## src/design/wsrm_pkg.sv

```systemverilog
// Shared types, character codes and register indexes for the wildcard star matcher.
// Depends on nothing; every other file of the block imports it.
package wsrm_pkg;

    localparam int PAT_BYTES  = 16;
    localparam int CFG_ADDR_W = 5;
    localparam int CFG_DATA_W = 64;
    localparam int LEN_REG_W  = 5;

    typedef logic [7:0] t_byte;
    typedef t_byte [PAT_BYTES-1:0] t_pattern;

    localparam t_byte STAR_CH = 8'h2A;
    localparam t_byte DOT_CH  = 8'h2E;

    // Register index, taken from paddr[4:3] (registers are 8 bytes apart).
    typedef enum logic [1:0] {
        CFG_PAT_LOW  = 2'd0,
        CFG_PAT_HIGH = 2'd1,
        CFG_PAT_LEN  = 2'd2
    } t_cfg_idx;

    // A pattern byte accepts a text byte when it is a dot or equal to it.
    function automatic logic accepts(input t_byte pat, input t_byte ch);
        accepts = (pat == DOT_CH) || (pat == ch);
    endfunction

endpackage

```

## src/design/wsrm_ifs.sv

```systemverilog
// Valid/ready stream interfaces for the input words and result words of the matcher.
// Depends on wsrm_pkg for the byte type.
interface wsrm_in_if;
    logic              valid;
    logic              ready;
    wsrm_pkg::t_byte   text_char;
    logic              last_char;
    logic              empty_text;

    modport source (output valid, output text_char, output last_char, output empty_text,
                    input ready);
    modport sink   (input valid, input text_char, input last_char, input empty_text,
                    output ready);
endinterface

interface wsrm_out_if;
    logic valid;
    logic ready;
    logic prefix_matches;
    logic text_done;

    modport source (output valid, output prefix_matches, output text_done, input ready);
    modport sink   (input valid, input prefix_matches, input text_done, output ready);
endinterface

```

## src/design/wsrm_row_logic.sv

```systemverilog
// Combinational next-row and empty-text-row logic for the match row.
// Depends on wsrm_pkg for the pattern type, the star code and accepts().
module wsrm_row_logic #(
    parameter int MAX_PATTERN = 16
) (
    input  wsrm_pkg::t_pattern   i_pattern,
    input  wsrm_pkg::t_byte      i_char,
    input  logic [MAX_PATTERN:0] i_row,
    output logic [MAX_PATTERN:0] o_step_row,
    output logic [MAX_PATTERN:0] o_empty_row
);
    import wsrm_pkg::*;

    // Bit j means the text so far matches the first j pattern bytes. A star
    // at byte j-1 folds in bit j-2 of the new row, so stars chain two
    // positions at a time across the row.
    always_comb begin
        o_step_row     = '0;
        o_empty_row    = '0;
        o_empty_row[0] = 1'b1;
        // A leading star matches nothing.
        if (i_pattern[0] != STAR_CH) begin
            o_step_row[1] = i_row[0] & accepts(i_pattern[0], i_char);
        end
        for (int j = 2; j <= MAX_PATTERN; j++) begin
            if (i_pattern[j-1] == STAR_CH) begin
                o_step_row[j]  = o_step_row[j-2] |
                                 (i_row[j] & accepts(i_pattern[j-2], i_char));
                o_empty_row[j] = o_empty_row[j-2];
            end else begin
                o_step_row[j]  = i_row[j-1] & accepts(i_pattern[j-1], i_char);
            end
        end
    end

endmodule

```

## src/design/wildcard_star_regex_matcher.sv

```systemverilog
// Top level of the streaming wildcard star matcher: APB pattern registers, word pipeline.
// Depends on wsrm_pkg, wsrm_in_if, wsrm_out_if and wsrm_row_logic.
//
// The matcher checks streamed text, one byte per input word, against a
// pattern of up to MAX_PATTERN bytes in which a dot matches any byte and a
// byte followed by a star matches zero or more of that byte. Each word gives
// exactly one result word: prefix_matches says whether the text seen so far
// matches the whole pattern, and text_done marks the result of the final word
// of a text. A word with empty_text set carries no byte; it ends the text
// with the answer for the bytes seen so far (the empty text if none). A
// leading star matches nothing, and a pattern length above MAX_PATTERN is
// taken as MAX_PATTERN. The block accepts one word per clock cycle while the
// result side keeps up. Each word is held in the input register, then the
// whole match row is updated in a single pass of shallow logic into the
// result register. The row loop is the only thing limiting throughput, so
// back-to-back words are taken at full rate while the result side keeps up.
// The pattern registers are at byte addresses 0, 8 and 16 of the 64-bit APB
// port; the pattern bytes are read back as written and the length as its
// low five bits; any write to one of them reloads the match row, so the
// pattern should only be changed between texts while no word is in flight.
module wildcard_star_regex_matcher #(
    parameter int MAX_PATTERN = 16
) (
    input  logic                                   i_clk,
    input  logic                                   i_rst_n,
    wsrm_in_if.sink                                i_in,
    wsrm_out_if.source                             o_out,
    input  logic                                   psel,
    input  logic                                   penable,
    input  logic                                   pwrite,
    input  logic [wsrm_pkg::CFG_ADDR_W-1:0]        paddr,
    input  logic [wsrm_pkg::CFG_DATA_W-1:0]        pwdata,
    output logic [wsrm_pkg::CFG_DATA_W-1:0]        prdata,
    output logic                                   pready
);
    import wsrm_pkg::*;

    localparam int LEN_W = $clog2(MAX_PATTERN + 1);

    // Pattern registers.
    logic [CFG_DATA_W-1:0] r_pat_low;
    logic [CFG_DATA_W-1:0] r_pat_high;
    logic [LEN_REG_W-1:0]  r_pat_len;

    // Input register.
    logic  r_in_vld;
    t_byte r_in_char;
    logic  r_in_last;
    logic  r_in_empty;

    // Result register.
    logic r_out_vld;
    logic r_out_match;
    logic r_out_done;

    // Match row state. r_fresh means the row is the empty-text row, which is
    // kept ready in r_empty_row, so a reload costs nothing.
    logic [MAX_PATTERN:0] r_row;
    logic [MAX_PATTERN:0] r_empty_row;
    logic                 r_fresh;

    t_pattern             w_pattern;
    t_cfg_idx             w_cfg_idx;
    logic                 w_cfg_wr;
    logic                 w_cfg_hit;
    logic [LEN_W-1:0]     w_len;
    logic [MAX_PATTERN:0] w_cur_row;
    logic [MAX_PATTERN:0] w_step_row;
    logic [MAX_PATTERN:0] w_empty_row;
    logic                 w_advance;
    logic                 n_match;

    assign w_pattern = {r_pat_high, r_pat_low};
    assign w_cfg_idx = t_cfg_idx'(paddr[CFG_ADDR_W-1:3]);
    assign w_cfg_wr  = psel && penable && pwrite;
    // Only a write that lands on one of the three registers reloads the row.
    assign w_cfg_hit = w_cfg_wr &&
                       (w_cfg_idx inside {CFG_PAT_LOW, CFG_PAT_HIGH, CFG_PAT_LEN});
    assign pready    = 1'b1;

    always_comb begin
        case (w_cfg_idx)
            CFG_PAT_LOW:  prdata = r_pat_low;
            CFG_PAT_HIGH: prdata = r_pat_high;
            CFG_PAT_LEN:  prdata = {{(CFG_DATA_W-LEN_REG_W){1'b0}}, r_pat_len};
            default:      prdata = '0;
        endcase
    end

    always_ff @(posedge i_clk) begin
        if (!i_rst_n) begin
            r_pat_low  <= '0;
            r_pat_high <= '0;
            r_pat_len  <= '0;
        end else if (w_cfg_wr) begin
            case (w_cfg_idx)
                CFG_PAT_LOW:  r_pat_low  <= pwdata;
                CFG_PAT_HIGH: r_pat_high <= pwdata;
                CFG_PAT_LEN:  r_pat_len  <= pwdata[LEN_REG_W-1:0];
                default:      ;
            endcase
        end
    end

    // Pattern length in use, clamped to the row size.
    assign w_len = (r_pat_len > LEN_REG_W'(MAX_PATTERN)) ? LEN_W'(MAX_PATTERN)
                                                         : r_pat_len[LEN_W-1:0];

    assign w_cur_row = r_fresh ? r_empty_row : r_row;

    wsrm_row_logic #(
        .MAX_PATTERN (MAX_PATTERN)
    ) u_row_logic (
        .i_pattern   (w_pattern),
        .i_char      (r_in_char),
        .i_row       (w_cur_row),
        .o_step_row  (w_step_row),
        .o_empty_row (w_empty_row)
    );

    // A word moves from the input register to the result register when the
    // result register is empty or its word is being taken this cycle.
    assign w_advance  = r_in_vld && (!r_out_vld || o_out.ready);
    assign i_in.ready = !r_in_vld || w_advance;

    assign n_match = r_in_empty ? w_cur_row[w_len] : w_step_row[w_len];

    always_ff @(posedge i_clk) begin
        if (!i_rst_n) begin
            r_in_vld <= 1'b0;
        end else if (i_in.ready) begin
            r_in_vld <= i_in.valid;
        end
    end

    always_ff @(posedge i_clk) begin
        if (i_in.valid && i_in.ready) begin
            r_in_char  <= i_in.text_char;
            r_in_last  <= i_in.last_char;
            r_in_empty <= i_in.empty_text;
        end
    end

    always_ff @(posedge i_clk) begin
        if (!i_rst_n) begin
            r_out_vld <= 1'b0;
        end else if (w_advance) begin
            r_out_vld <= 1'b1;
        end else if (o_out.ready) begin
            r_out_vld <= 1'b0;
        end
    end

    always_ff @(posedge i_clk) begin
        if (w_advance) begin
            r_out_match <= n_match;
            r_out_done  <= r_in_empty || r_in_last;
        end
    end

    assign o_out.valid          = r_out_vld;
    assign o_out.prefix_matches = r_out_match;
    assign o_out.text_done      = r_out_done;

    // The empty-text row is registered from the pattern registers. A word
    // accepted after a write reaches the row logic in the following cycle at
    // the earliest, by which time this register has caught up.
    always_ff @(posedge i_clk) begin
        if (!i_rst_n) begin
            r_empty_row <= {{MAX_PATTERN{1'b0}}, 1'b1};
        end else begin
            r_empty_row <= w_empty_row;
        end
    end

    always_ff @(posedge i_clk) begin
        if (!i_rst_n) begin
            r_fresh <= 1'b1;
        end else if (w_cfg_hit) begin
            r_fresh <= 1'b1;
        end else if (w_advance) begin
            r_fresh <= r_in_empty || r_in_last;
        end
    end

    always_ff @(posedge i_clk) begin
        if (w_advance && !r_in_empty) begin
            r_row <= w_step_row;
        end
    end

endmodule

```

## src/flat_wrapper.sv

```systemverilog
// flat-port wrapper written by rule: the top's interface ports become plain ports
module wildcard_star_regex_matcher_flat import wsrm_pkg::*;
#(
    parameter int MAX_PATTERN = 16
)
  (i_clk, i_rst_n, psel, penable, pwrite, paddr, pwdata, prdata, pready, i_in_valid, i_in_text_char, i_in_last_char, i_in_empty_text, i_in_ready, o_out_valid, o_out_prefix_matches, o_out_text_done, o_out_ready);
  wsrm_in_if i_in_i ();
  wsrm_out_if o_out_i ();
  input  logic i_clk;
  input  logic i_rst_n;
  input  logic psel;
  input  logic penable;
  input  logic pwrite;
  input  logic [wsrm_pkg::CFG_ADDR_W-1:0] paddr;
  input  logic [wsrm_pkg::CFG_DATA_W-1:0] pwdata;
  output logic [wsrm_pkg::CFG_DATA_W-1:0] prdata;
  output logic pready;
  input wire logic [$bits(i_in_i.valid)-1:0] i_in_valid;
  input wire logic [$bits(i_in_i.text_char)-1:0] i_in_text_char;
  input wire logic [$bits(i_in_i.last_char)-1:0] i_in_last_char;
  input wire logic [$bits(i_in_i.empty_text)-1:0] i_in_empty_text;
  output wire logic [$bits(i_in_i.ready)-1:0] i_in_ready;
  output wire logic [$bits(o_out_i.valid)-1:0] o_out_valid;
  output wire logic [$bits(o_out_i.prefix_matches)-1:0] o_out_prefix_matches;
  output wire logic [$bits(o_out_i.text_done)-1:0] o_out_text_done;
  input wire logic [$bits(o_out_i.ready)-1:0] o_out_ready;
  assign i_in_i.valid = i_in_valid;
  assign i_in_i.text_char = i_in_text_char;
  assign i_in_i.last_char = i_in_last_char;
  assign i_in_i.empty_text = i_in_empty_text;
  assign i_in_ready = i_in_i.ready;
  assign o_out_valid = o_out_i.valid;
  assign o_out_prefix_matches = o_out_i.prefix_matches;
  assign o_out_text_done = o_out_i.text_done;
  assign o_out_i.ready = o_out_ready;
  wildcard_star_regex_matcher #(.MAX_PATTERN(MAX_PATTERN)) u_core (.i_clk(i_clk), .i_rst_n(i_rst_n), .i_in(i_in_i), .o_out(o_out_i), .psel(psel), .penable(penable), .pwrite(pwrite), .paddr(paddr), .pwdata(pwdata), .prdata(prdata), .pready(pready));
endmodule
```

## config.mk

```make
export PLATFORM = sky130hd
export DESIGN_NAME = wildcard_star_regex_matcher_flat
export DESIGN_NICKNAME = d
export VERILOG_FILES = /design/src/design/wsrm_pkg.sv /design/src/design/wsrm_ifs.sv /design/src/design/wsrm_row_logic.sv /design/src/design/wildcard_star_regex_matcher.sv /design/src/flat_wrapper.sv
export SDC_FILE = /design/constraint.sdc
export NUM_CORES = 1
export LEC_CHECK = 0
export BUFFER_PORTS_ARGS = -buffer_cell sky130_fd_sc_hd__buf_2
export CAP_MARGIN = 20
export CORE_MARGIN = 10
export CORE_UTILIZATION = 46
export CTS_CLUSTER_DIAMETER = 150
export DETAILED_ROUTE_END_ITERATION = 10
export PLACE_DENSITY = 0.69
export SYNTH_ARGS = -nofsm -noshare
export SYNTH_HDL_FRONTEND = slang
export SYNTH_SLANG_ARGS = --single-unit
```

## constraint.sdc

```tcl
create_clock -name i_clk -period 2.7 [get_ports i_clk]
set_input_delay 0.405 -clock i_clk [delete_from_list [all_inputs] [get_ports i_clk]]
set_output_delay 0.405 -clock i_clk [all_outputs]
set_load 0.05 [all_outputs]
```

---- Yosys cells after proc, flatten, opt, wreduce, memory -nomap -nowiden ----
Index checks and enable logic that the tools add are counted.
storage, ports and cells
  flip-flop bits (word level) ............. 181
  input port bits ......................... 86
cells by class
  order comparisons ....................... 2
  equality and inequality tests ........... 50
  multiplexer cells ....................... 33
  bitwise logic cells ..................... 46
  reductions and logical operators ........ 36
operators by type and width
  kind                  number
  $eq A8 B6 Y1 const B  31
  $pmux W64 S3          1
  $eq A8 B8 Y1          16
  $and A1 B1 Y1         31
  $mux W1               28
  $logic_or A1 B1 Y1    19
  $mux W17              1
  $or A1 B1 Y1          14
  $bmux W1 S5           2
  $ne A8 B6 Y1 const B  1
  $reduce_and A2 Y1     4
  $logic_and A1 B1 Y1   6
  $lt A5 B6 Y1 const B  1
  $gt A5 B5 Y1 const B  1
  $mux W5               1
  $logic_not A1 Y1      3
  $reduce_bool A3 Y1    1
  $eq A2 B1 Y1 const B  1
  $eq A2 B2 Y1 const B  1
  $logic_not A2 Y1      1
  $reduce_bool A2 Y1    1
  $reduce_or A2 Y1      1
  $not A1 Y1            1

---- Longest topological paths before layout ----
Gate-level depths: netlist of run 1.
  depth after elaboration ................. 21
  mapped depth ............................ 11
  mapped depth without buffers ............ 9

---- Hierarchy ----
A second synthesis of run 1 with hierarchy kept.
unflattened totals
  cell total of the unflattened synthesis .. 1,264
  area total of the unflattened synthesis .. 10,671.5 µm²
by module, submodules not included
  module                       times used  cells each  area an instance (µm²)  seq. area each (µm²)
  wildcard_star_regex_matcher  1           890         8,032.7                 3,933.8
  wsrm_row_logic               1           374         2,638.8                 0.0

---- Worst setup path after synthesis of run 1 ----
OpenSTA, ideal clock, no wires.
  kind .................................... in2out
  start point ............................. input paddr[3] (netlist bit)
  end point ............................... output prdata[10] (netlist bit)
  arrival ................................. 2,267 ps
  data required time ...................... 2,295 ps
  setup slack ............................. 28 ps
  stages on the path ...................... 5
  path through ............................ clkbuf_1 clkbuf_1 clkbuf_1 mux2i_1 nor2_1
between the ends
  word-level cells in the longest chain between the ends .. 2
  elaborated cells between the ends (all ways) .. 4
  classes of those cells .................. eq/ne: 2; mux: 1; reduce/logical: 1
ends and longest elaborated chain
  element                               RTL line                           source
  start: declaration                    flat_wrapper.sv:14                 input logic [wsrm_pkg::CFG_ADDR_W-1:0] paddr;
  $eq A2 B2 Y1 (tied with other cells)  wildcard_star_regex_matcher.sv:82  case (w_cfg_idx)
  $pmux W64 S3 (*)                      wildcard_star_regex_matcher.sv:82
  end: declaration                      flat_wrapper.sv:16                 output logic [wsrm_pkg::CFG_DATA_W-1:0] prdata;
Every way passes the cells marked *; elsewhere a longest branch is shown, timed or not.

---- Final worst setup path of run 1 ----
  start point ............................. register u_core.r_in_char[0]
  end point ............................... register u_core.r_out_match, in the netlist u_core.o_out.prefix_matches (data pin)
between the ends
  word-level cells in the longest chain between the ends .. 21
  elaborated cells between the ends (all ways) .. 96
  classes of those cells .................. eq/ne: 16; mux: 19; bitwise: 45; reduce/logical: 16
ends and longest elaborated chain
  element                            RTL line                                                          source
  start: declaration                 wildcard_star_regex_matcher.sv:47                                 t_byte r_in_char;
  start signal: assignment           wildcard_star_regex_matcher.sv:138                                r_in_char <= i_in.text_char;
  $eq A8 B8 Y1                       wsrm_pkg.sv:25                                                    accepts = (pat == DOT_CH) || (pat == ch);
  $logic_or A1 B1 Y1                 wsrm_pkg.sv:25
  $and A1 B1 Y1 (on tied branches)   wsrm_row_logic.sv:23, wsrm_row_logic.sv:28, wsrm_row_logic.sv:31
  $mux W1 (on tied branches)         wsrm_row_logic.sv:22, wsrm_row_logic.sv:26
  $or A1 B1 Y1                       wsrm_row_logic.sv:27                                              o_step_row[j] = o_step_row[j-2] |
  $mux W1                            wsrm_row_logic.sv:26                                              if (i_pattern[j-1] == STAR_CH) begin
  $or A1 B1 Y1                       wsrm_row_logic.sv:27
  $mux W1                            wsrm_row_logic.sv:26
  [... 6 more ...]                   n/a
  $or A1 B1 Y1                       wsrm_row_logic.sv:27
  $mux W1                            wsrm_row_logic.sv:26
  $or A1 B1 Y1                       wsrm_row_logic.sv:27
  $mux W1                            wsrm_row_logic.sv:26
  $bmux W1 S5 (*)                    wildcard_star_regex_matcher.sv:126                                assign n_match = r_in_empty ? w_cur_row[w_len] : w_step_row[w_len];
  $mux W1 (implied by the code) (*)  wildcard_star_regex_matcher.sv:126
  $mux W1 (*)                        wildcard_star_regex_matcher.sv:126
  via u_core.n_match                 wildcard_star_regex_matcher.sv:71                                 logic n_match;
  end signal: assignment             wildcard_star_regex_matcher.sv:156                                r_out_match <= n_match;
  end: declaration                   wildcard_star_regex_matcher.sv:53                                 logic r_out_match;
The timed path passes the listed nets; every way through them passes the cells marked *. The select of a mux whose other input is x is not followed.
A chain may end at the register's enable or synchronous reset.

==> metrics.yaml, run 1 <==
outcome:
  status: "finished with violations"
  violations: "setup timing"
power:
  p_leak_nw: 5.18
  vdd_drop_max_uv: 393
  power_density_mw_per_mm2: 451
grt:
  grt_usage_pct: 21.9
  overflow: 0
  grt_max_degree: 73
  grt_pass1_wl_mm: 51.2
  grt_pass1_vias: 9598
  grt_antenna_before_repair: 3
die:
  initial_core_util_pct: 47.0
  rows: 54
  coreArea_sq_mm: 0.0220
  die_h_um: 170
  die_width_um: 170
  dieArea_sq_mm: 0.0288
  io_pins: 155
synthesis:
  yosys.area.top_type: "dfxtp_1"
  yosys_warnings: 0
  synth_common_cells: "287 x nand2_1, 144 x dfxtp_1, 129 x a21boi_0"
  synth_area_sq_mm: 0.0103
  yosysSeqAreaShare_pct: 36.1
  synth_cells: 1225
  synth-seq-cells: 172
  yosys.cell_count.top_type: "nand2_1"
  synth_edf_count: 28
  synth_flop_cell: "dfxtp_1"
  synth.distinct_cells: 82
  syn_area_per_cell_sq_um: 8.42
  synth_nets: 1311
  synth_area_leaders: "dfxtp_1 28%, nand2_1 10%, a21boi_0 9.4%, edfxtp_1 8.2%, xnor2_1 8.2%"
  async_flop_share_pct: 0
  synth_top_area_share_pct: 28.0
sta:
  fmax_mhz: 343
  setup_viol: 3
  rsz0062_at_grt: "true"
  fin_crit_sh_pct: 108
  setup_slack_ps: -218
  skew_ps: 11.3
  slew_violations: 0
  max_slew_margin_pct: 48.5
  tightest_slew_ps: 773
  hold_viol: 0
  period_needed_ps: 2920
finish:
  final_util_pct: 60.5
  multi_input_area_sq_mm: 0.00637
  num-fill-cells: 1914
  nets: 1561
  final_layout_size_suffix_gt1_share_pct: 28.3
  syn2layout_area_growth_pct: 28.8
  register_area_sq_mm: 0.00372
critical_path:
  arrival_ps: 3150
  cp-end-kind: "flop"
  reg2regPathDepth: 12
  cp_max_fo: 5
  start_kind: "flop"
  cp.required_ps: 2930
  critical_path_class: "flop to flop"
route:
  viasPerCell: 5.51
  wl_per_cell_um: 18.6
  drt_iter0_drc: 655
  drc_errors: 0
  postRouteAntennaNets: 0
  firstDrtPassIters: 5
  dr_total_vias: 9742
  routed_wl_mm: 32.8
clock_network:
  clkTransAtPathRegs_ps: 70
  clkSinkCount: 172
  cts_max_level: 4
  insertion_delay_ps: 430
  cts_tree: "done"
  cts-root-buf: "clkbuf_16"
  numCtsBuffers: 17
  max-clock-path-buffers: 2
flow_run:
  drv_cap: 0
worst_hold_path:
  holdPathStages: 1
  hold_class: "primary input to flop"
place:
  hpwl_mm: 24.0
  io_buffers: 150
  place.gp.congestion: 1.02
  preCtsSetupSlack_ps: -154
==> layout by cell type, fill, tap and decap left out, types with 28 or more instances in the layout <==
master	n
xor2_1	31
nand2_1	286
a21boi_0	128
buf_2	149
xnor2_1	94
buf_4	148
edfxtp_1	28
nor2_1	79
mux2i_1	72
dfxtp_1	143
==> metal layers <==
metal  wire (um)  share of wire (%)  up-vias  track usage (%)
met5          20              0.061        -                0
met4         633                1.9        4             7.44
met3        2180                6.6       46             4.58
met2       15700                 48      281             36.6
met1       14300                 44     4687             27.5
li1            -                  -     4724                -
==> flip-flops by register name, indices dropped and copies added (netlist names) <==
register,cells
u_core.r_pat_len,5
u_core.r_in_empty,1
u_core.r_in_last,1
u_core.r_empty_row,8
u_core.r_pat_low,64
u_core.r_row,16
u_core.o_out.prefix_matches,1
u_core.r_in_vld,1
u_core.r_in_char,8
u_core.r_pat_high,64
u_core.r_fresh,1
u_core.o_out.valid,1
u_core.o_out.text_done,1
==> kinds of logic (layout without fill, tap and decap cells) <==
logic type             count (synthesis)  count (layout)  synth area share [%]
flip-flops                           172             172                  36.1
AND/OR/NAND/NOR                      510             510                  23.4
AO/OA/AOI/OAI                        232             232                  16.7
buffers and inverters                100             363                  4.44
other                                  1               2                0.0364
multiplexers                          82              82                  8.41
XOR/XNOR                             128             128                  10.9
==> metrics by stage <==
stage,hold WS [ps],total power [mW],area [sq um],instances,TNS (ps)
global placement,494,3.37,12200,1719,-174
CTS,132,6.00,13100,1757,-80.9
finish,147,5.99,13300,1769,-367
detailed placement,502,3.37,12200,1719,-201
global route,136,6.16,13300,1768,-656
floorplan,475,3.12,10300,1225,0
==> report_power, final <==
part           internal, mW  total (mW)  switching [mW]
registers              2.65        2.69          0.0442
logic                 0.303       0.668           0.365
clock network          1.59        2.64            1.05
==> timing repair <==
action / 4_1_cts / 5_1_grt
resized for setup: 29 / 22
hold buffers: 0 / 0
pin swaps: 22 / 13
buffers inserted: 6 / 10
gates cloned: 0 / 1
endpoints found under the setup margin: 3 / 8
==> worst max-delay path, cell delays in order (launching register included) <==
cell,delay [ps]
edfxtp_1,430
buf_12,180
buf_12,140
xnor2_2,110
nand4_1,220
buf_4,210
o311ai_4,210
a221oi_2,80
o21ai_2,220
a21oi_2,120
nor4_2,310
o22ai_2,150
a211oi_2,330
==> final cells by class <==
| class | instances | area share [%] |
|---|---|---|
| Clock buffer | 25 | 4.06 |
| Antenna cell | 1 | 0.0188 |
| Timing Repair Buffer | 313 | 16.1 |
| Clock inverter | 7 | 0.697 |
| Multi-Input combinational cell | 953 | 47.9 |
| Inverter | 18 | 0.509 |
| Tap cell | 280 | 2.64 |
| Sequential cell | 172 | 28.0 |
==> worst paths after layout <==
kind                                                          from                                     to  slack [ps]
worst max-delay path                 u_core.r_in_char[0]$_DFFE_PP_  u_core.o_out.prefix_matches$_DFFE_PP_        -220
worst min-delay path                             i_in_text_char[6]          u_core.r_in_char[6]$_DFFE_PP_         150
worst max register to register       u_core.r_in_char[0]$_DFFE_PP_  u_core.o_out.prefix_matches$_DFFE_PP_        -220
worst min register to register  u_core.r_pat_high[41]$_SDFFE_PN0P_     u_core.r_pat_high[41]$_SDFFE_PN0P_         510
Power figures use the tool's default switching activity.
==> inputs of run 2 (changes only) <==
Settings changed: CORE_UTILIZATION 46 to 40, PLACE_DENSITY 0.69 to default.
==> metrics.yaml, run 2 (synthesis results as in run 1) <==
finish:
  num-fill-cells: 2409  # +26%
  nets: 1569  # +0.51%
  syn2layout_area_growth_pct: 30.0
  final_layout_size_suffix_gt1_share_pct: 29.5  # +1.2 points
  insertedDiodeCount: 0  # -1
  stdcell_count: 1826  # +3.2%
  final_util_pct: 53.1  # -7.4 points
  final_cell_mix: "285 x nand2_1, 161 x buf_4, 149 x buf_2, 142 x dfxtp_1, 128 x a21boi_0"
  reg.largest.list: "u_core.r_pat_high x64, u_core.r_pat_low x64, u_core.r_row x16"
  layout.cells.most_common: "nand2_1"
  multi_input_area_sq_mm: 0.00648  # +1.7%
  register_area_sq_mm: 0.00373  # about the same
die:
  die_width_um: 181  # +6.4%
  dieArea_sq_mm: 0.0326  # +13%
  die_h_um: 181  # +6.4%
  rows: 58  # +7.4%
  io_pins: 155  # unchanged
  initial_core_util_pct: 40.8  # -6.1 points
  coreArea_sq_mm: 0.0253  # +15%
sta:
  skew_ps: 13.4  # +2.16 ps
  fin_crit_sh_pct: 106  # -2.5 points
  slew_violations: 0  # unchanged
  tightest_slew_ps: 540  # -233 ps
  setup_viol: 1  # -2
  max_slew_margin_pct: 64.0  # +16 points
  period_needed_ps: 2850  # -68.6 ps
  hold_viol: 0  # unchanged
  holdWs_ps: 160  # +12.9 ps
  rsz0062_at_grt: "true"
  fmax_mhz: 351  # +2.4%
  setup_slack_ps: -149  # +68.6 ps
power:
  total_power_mw: 5.79  # -3.5%
  vdd_drop_max_uv: 399  # +1.5%
  power_density_mw_per_mm2: 432  # -4.3%
  p_leak_nw: 5.18  # about the same
outcome:
  status: "finished with violations"
  violations: "setup timing"
clock_network:
  clkSinkCount: 172  # unchanged
  hold_buffers: 0  # unchanged
  max-clock-path-buffers: 2  # unchanged
  insertion_delay_ps: 430  # about the same
  cts_tree: "done"
  numCtsBuffers: 17  # unchanged
  cts-root-buf: "clkbuf_16"
  clkTransAtPathRegs_ps: 70  # about the same
  cts_max_level: 4  # unchanged
worst_hold_path:
  hold_class: "primary input to flop"
  holdPathEnd: "u_core.r_in_empty$_DFFE_PP_"
  holdPathStages: 1  # unchanged
  hold_start: "i_in_empty_text"
route:
  dr_wl_met2_mm: 16.3  # +4.1%
  dr_total_vias: 9745  # +0.031%
  postRouteAntennaNets: 0  # unchanged
  drc_errors: 0  # unchanged
  wl_met1_mm: 15.6  # +8.5%
  viasPerCell: 5.34  # -3.1%
  routed_wl_mm: 34.2  # +4.2%
  firstDrtPassIters: 5  # unchanged
  dr.max_layer_used: "met5"
  drt_iter0_drc: 757  # +16%
  wl_met3_mm: 1.76  # -19%
  wl_per_cell_um: 18.7  # +0.94%
critical_path:
  start_kind: "flop"
  r2r_slack_ps: -150  # +70 ps
  rr_endpoint: "u_core.o_out.prefix_matches$_DFFE_PP_"
  rr_startpoint: "u_core.r_in_char[5]$_DFFE_PP_"
  reg2regPathDepth: 11  # -1
  cp.required_ps: 2940  # about the same
  cp-end-kind: "flop"
  arrival_ps: 3090  # -60 ps
  cp_max_fo: 6  # +1
  critical_path_class: "flop to flop"
grt:
  grt_antenna_before_repair: 1  # -2
  grt_pass1_wl_mm: 54.8  # +7.1%
  grt_usage_pct: 20.4  # -1.5 points
  overflow: 0  # unchanged
  grt_pass1_vias: 9932  # +3.5%
  grt_max_degree: 138  # +89%
place:
  place_inst: 1779  # +3.5%
  preCtsSetupSlack_ps: -258  # -104 ps
  io_buffers: 150  # unchanged
  hpwl_mm: 25.2  # +5.0%
  place.gp.congestion: 0.976  # -4.1%
flow_run:
  drv_cap: 0  # unchanged
-- run 2: worst max-delay path, cell delays in order, from the launching register on --
cell	delay, ps
edfxtp_1	390
buf_4	170
buf_4	180
xor2_1	160
nor4_2	350
nand3_1	150
a21oi_2	250
buf_4	170
o221ai_1	150
a31oi_2	280
o22ai_2	120
a211oi_4	290
-- run 2: area by class of cell --
cell class                 instances  area share [%]
sequential                       172            27.8
tap                              330            3.08
timing repair buffer             321            16.0
inverter                          18           0.504
clock inverter                     8           0.635
multi-input combinational        953            48.3
clock buffer                      24            3.67
-- run 2: worst max path at each step --
stage / from / end / slack [ps] / cells after the start
floorplan: paddr[3] / prdata[10] / 30 / 5
global placement: u_core.r_pat_high[12]$_SDFFE_PN0P_ / u_core.o_out.prefix_matches$_DFFE_PP_ / -250 / 9
detailed placement: u_core.r_pat_high[12]$_SDFFE_PN0P_ / u_core.o_out.prefix_matches$_DFFE_PP_ / -260 / 9
CTS: u_core.r_in_char[2]$_DFFE_PP_ / u_core.o_out.prefix_matches$_DFFE_PP_ / -70 / 10
global route: u_core.r_in_char[3]$_DFFE_PP_ / u_core.o_out.prefix_matches$_DFFE_PP_ / -300 / 11
finish: u_core.r_in_char[5]$_DFFE_PP_ / u_core.o_out.prefix_matches$_DFFE_PP_ / -150 / 11
-- run 2: timing repair --
action                                  in CTS  in global routing
gates resized for setup                     34                 39
pin swaps                                   23                 27
endpoints found under the setup margin       6                  8
buffers inserted                             8                  8
-- run 2: per-layer routing --
layer  track usage (%)  vias up
li1                  -     4728
met1              26.5     4678
met2              34.4      293
met3              3.21       44
met4              5.05        2
met5                 0        -
-- run 2: per-stage QoR --
stage          setup TNS (ps)  area [sq um]
6_report                 -149         13400
4_1_cts                  -118         13200
2_1_floorplan               0         10300
3_5_place_dp             -516         12400
3_3_place_gp             -484         12400
5_1_grt                  -475         13400
-- run 2: report_power, final --
| part | leakage (nW) | switching (mW) | internal, mW |
|---|---|---|---|
| Sequential | 1.43 | 0.0414 | 2.65 |
| Combinational | 3.47 | 0.372 | 0.292 |
| Clock | 0.277 | 1.06 | 1.38 |
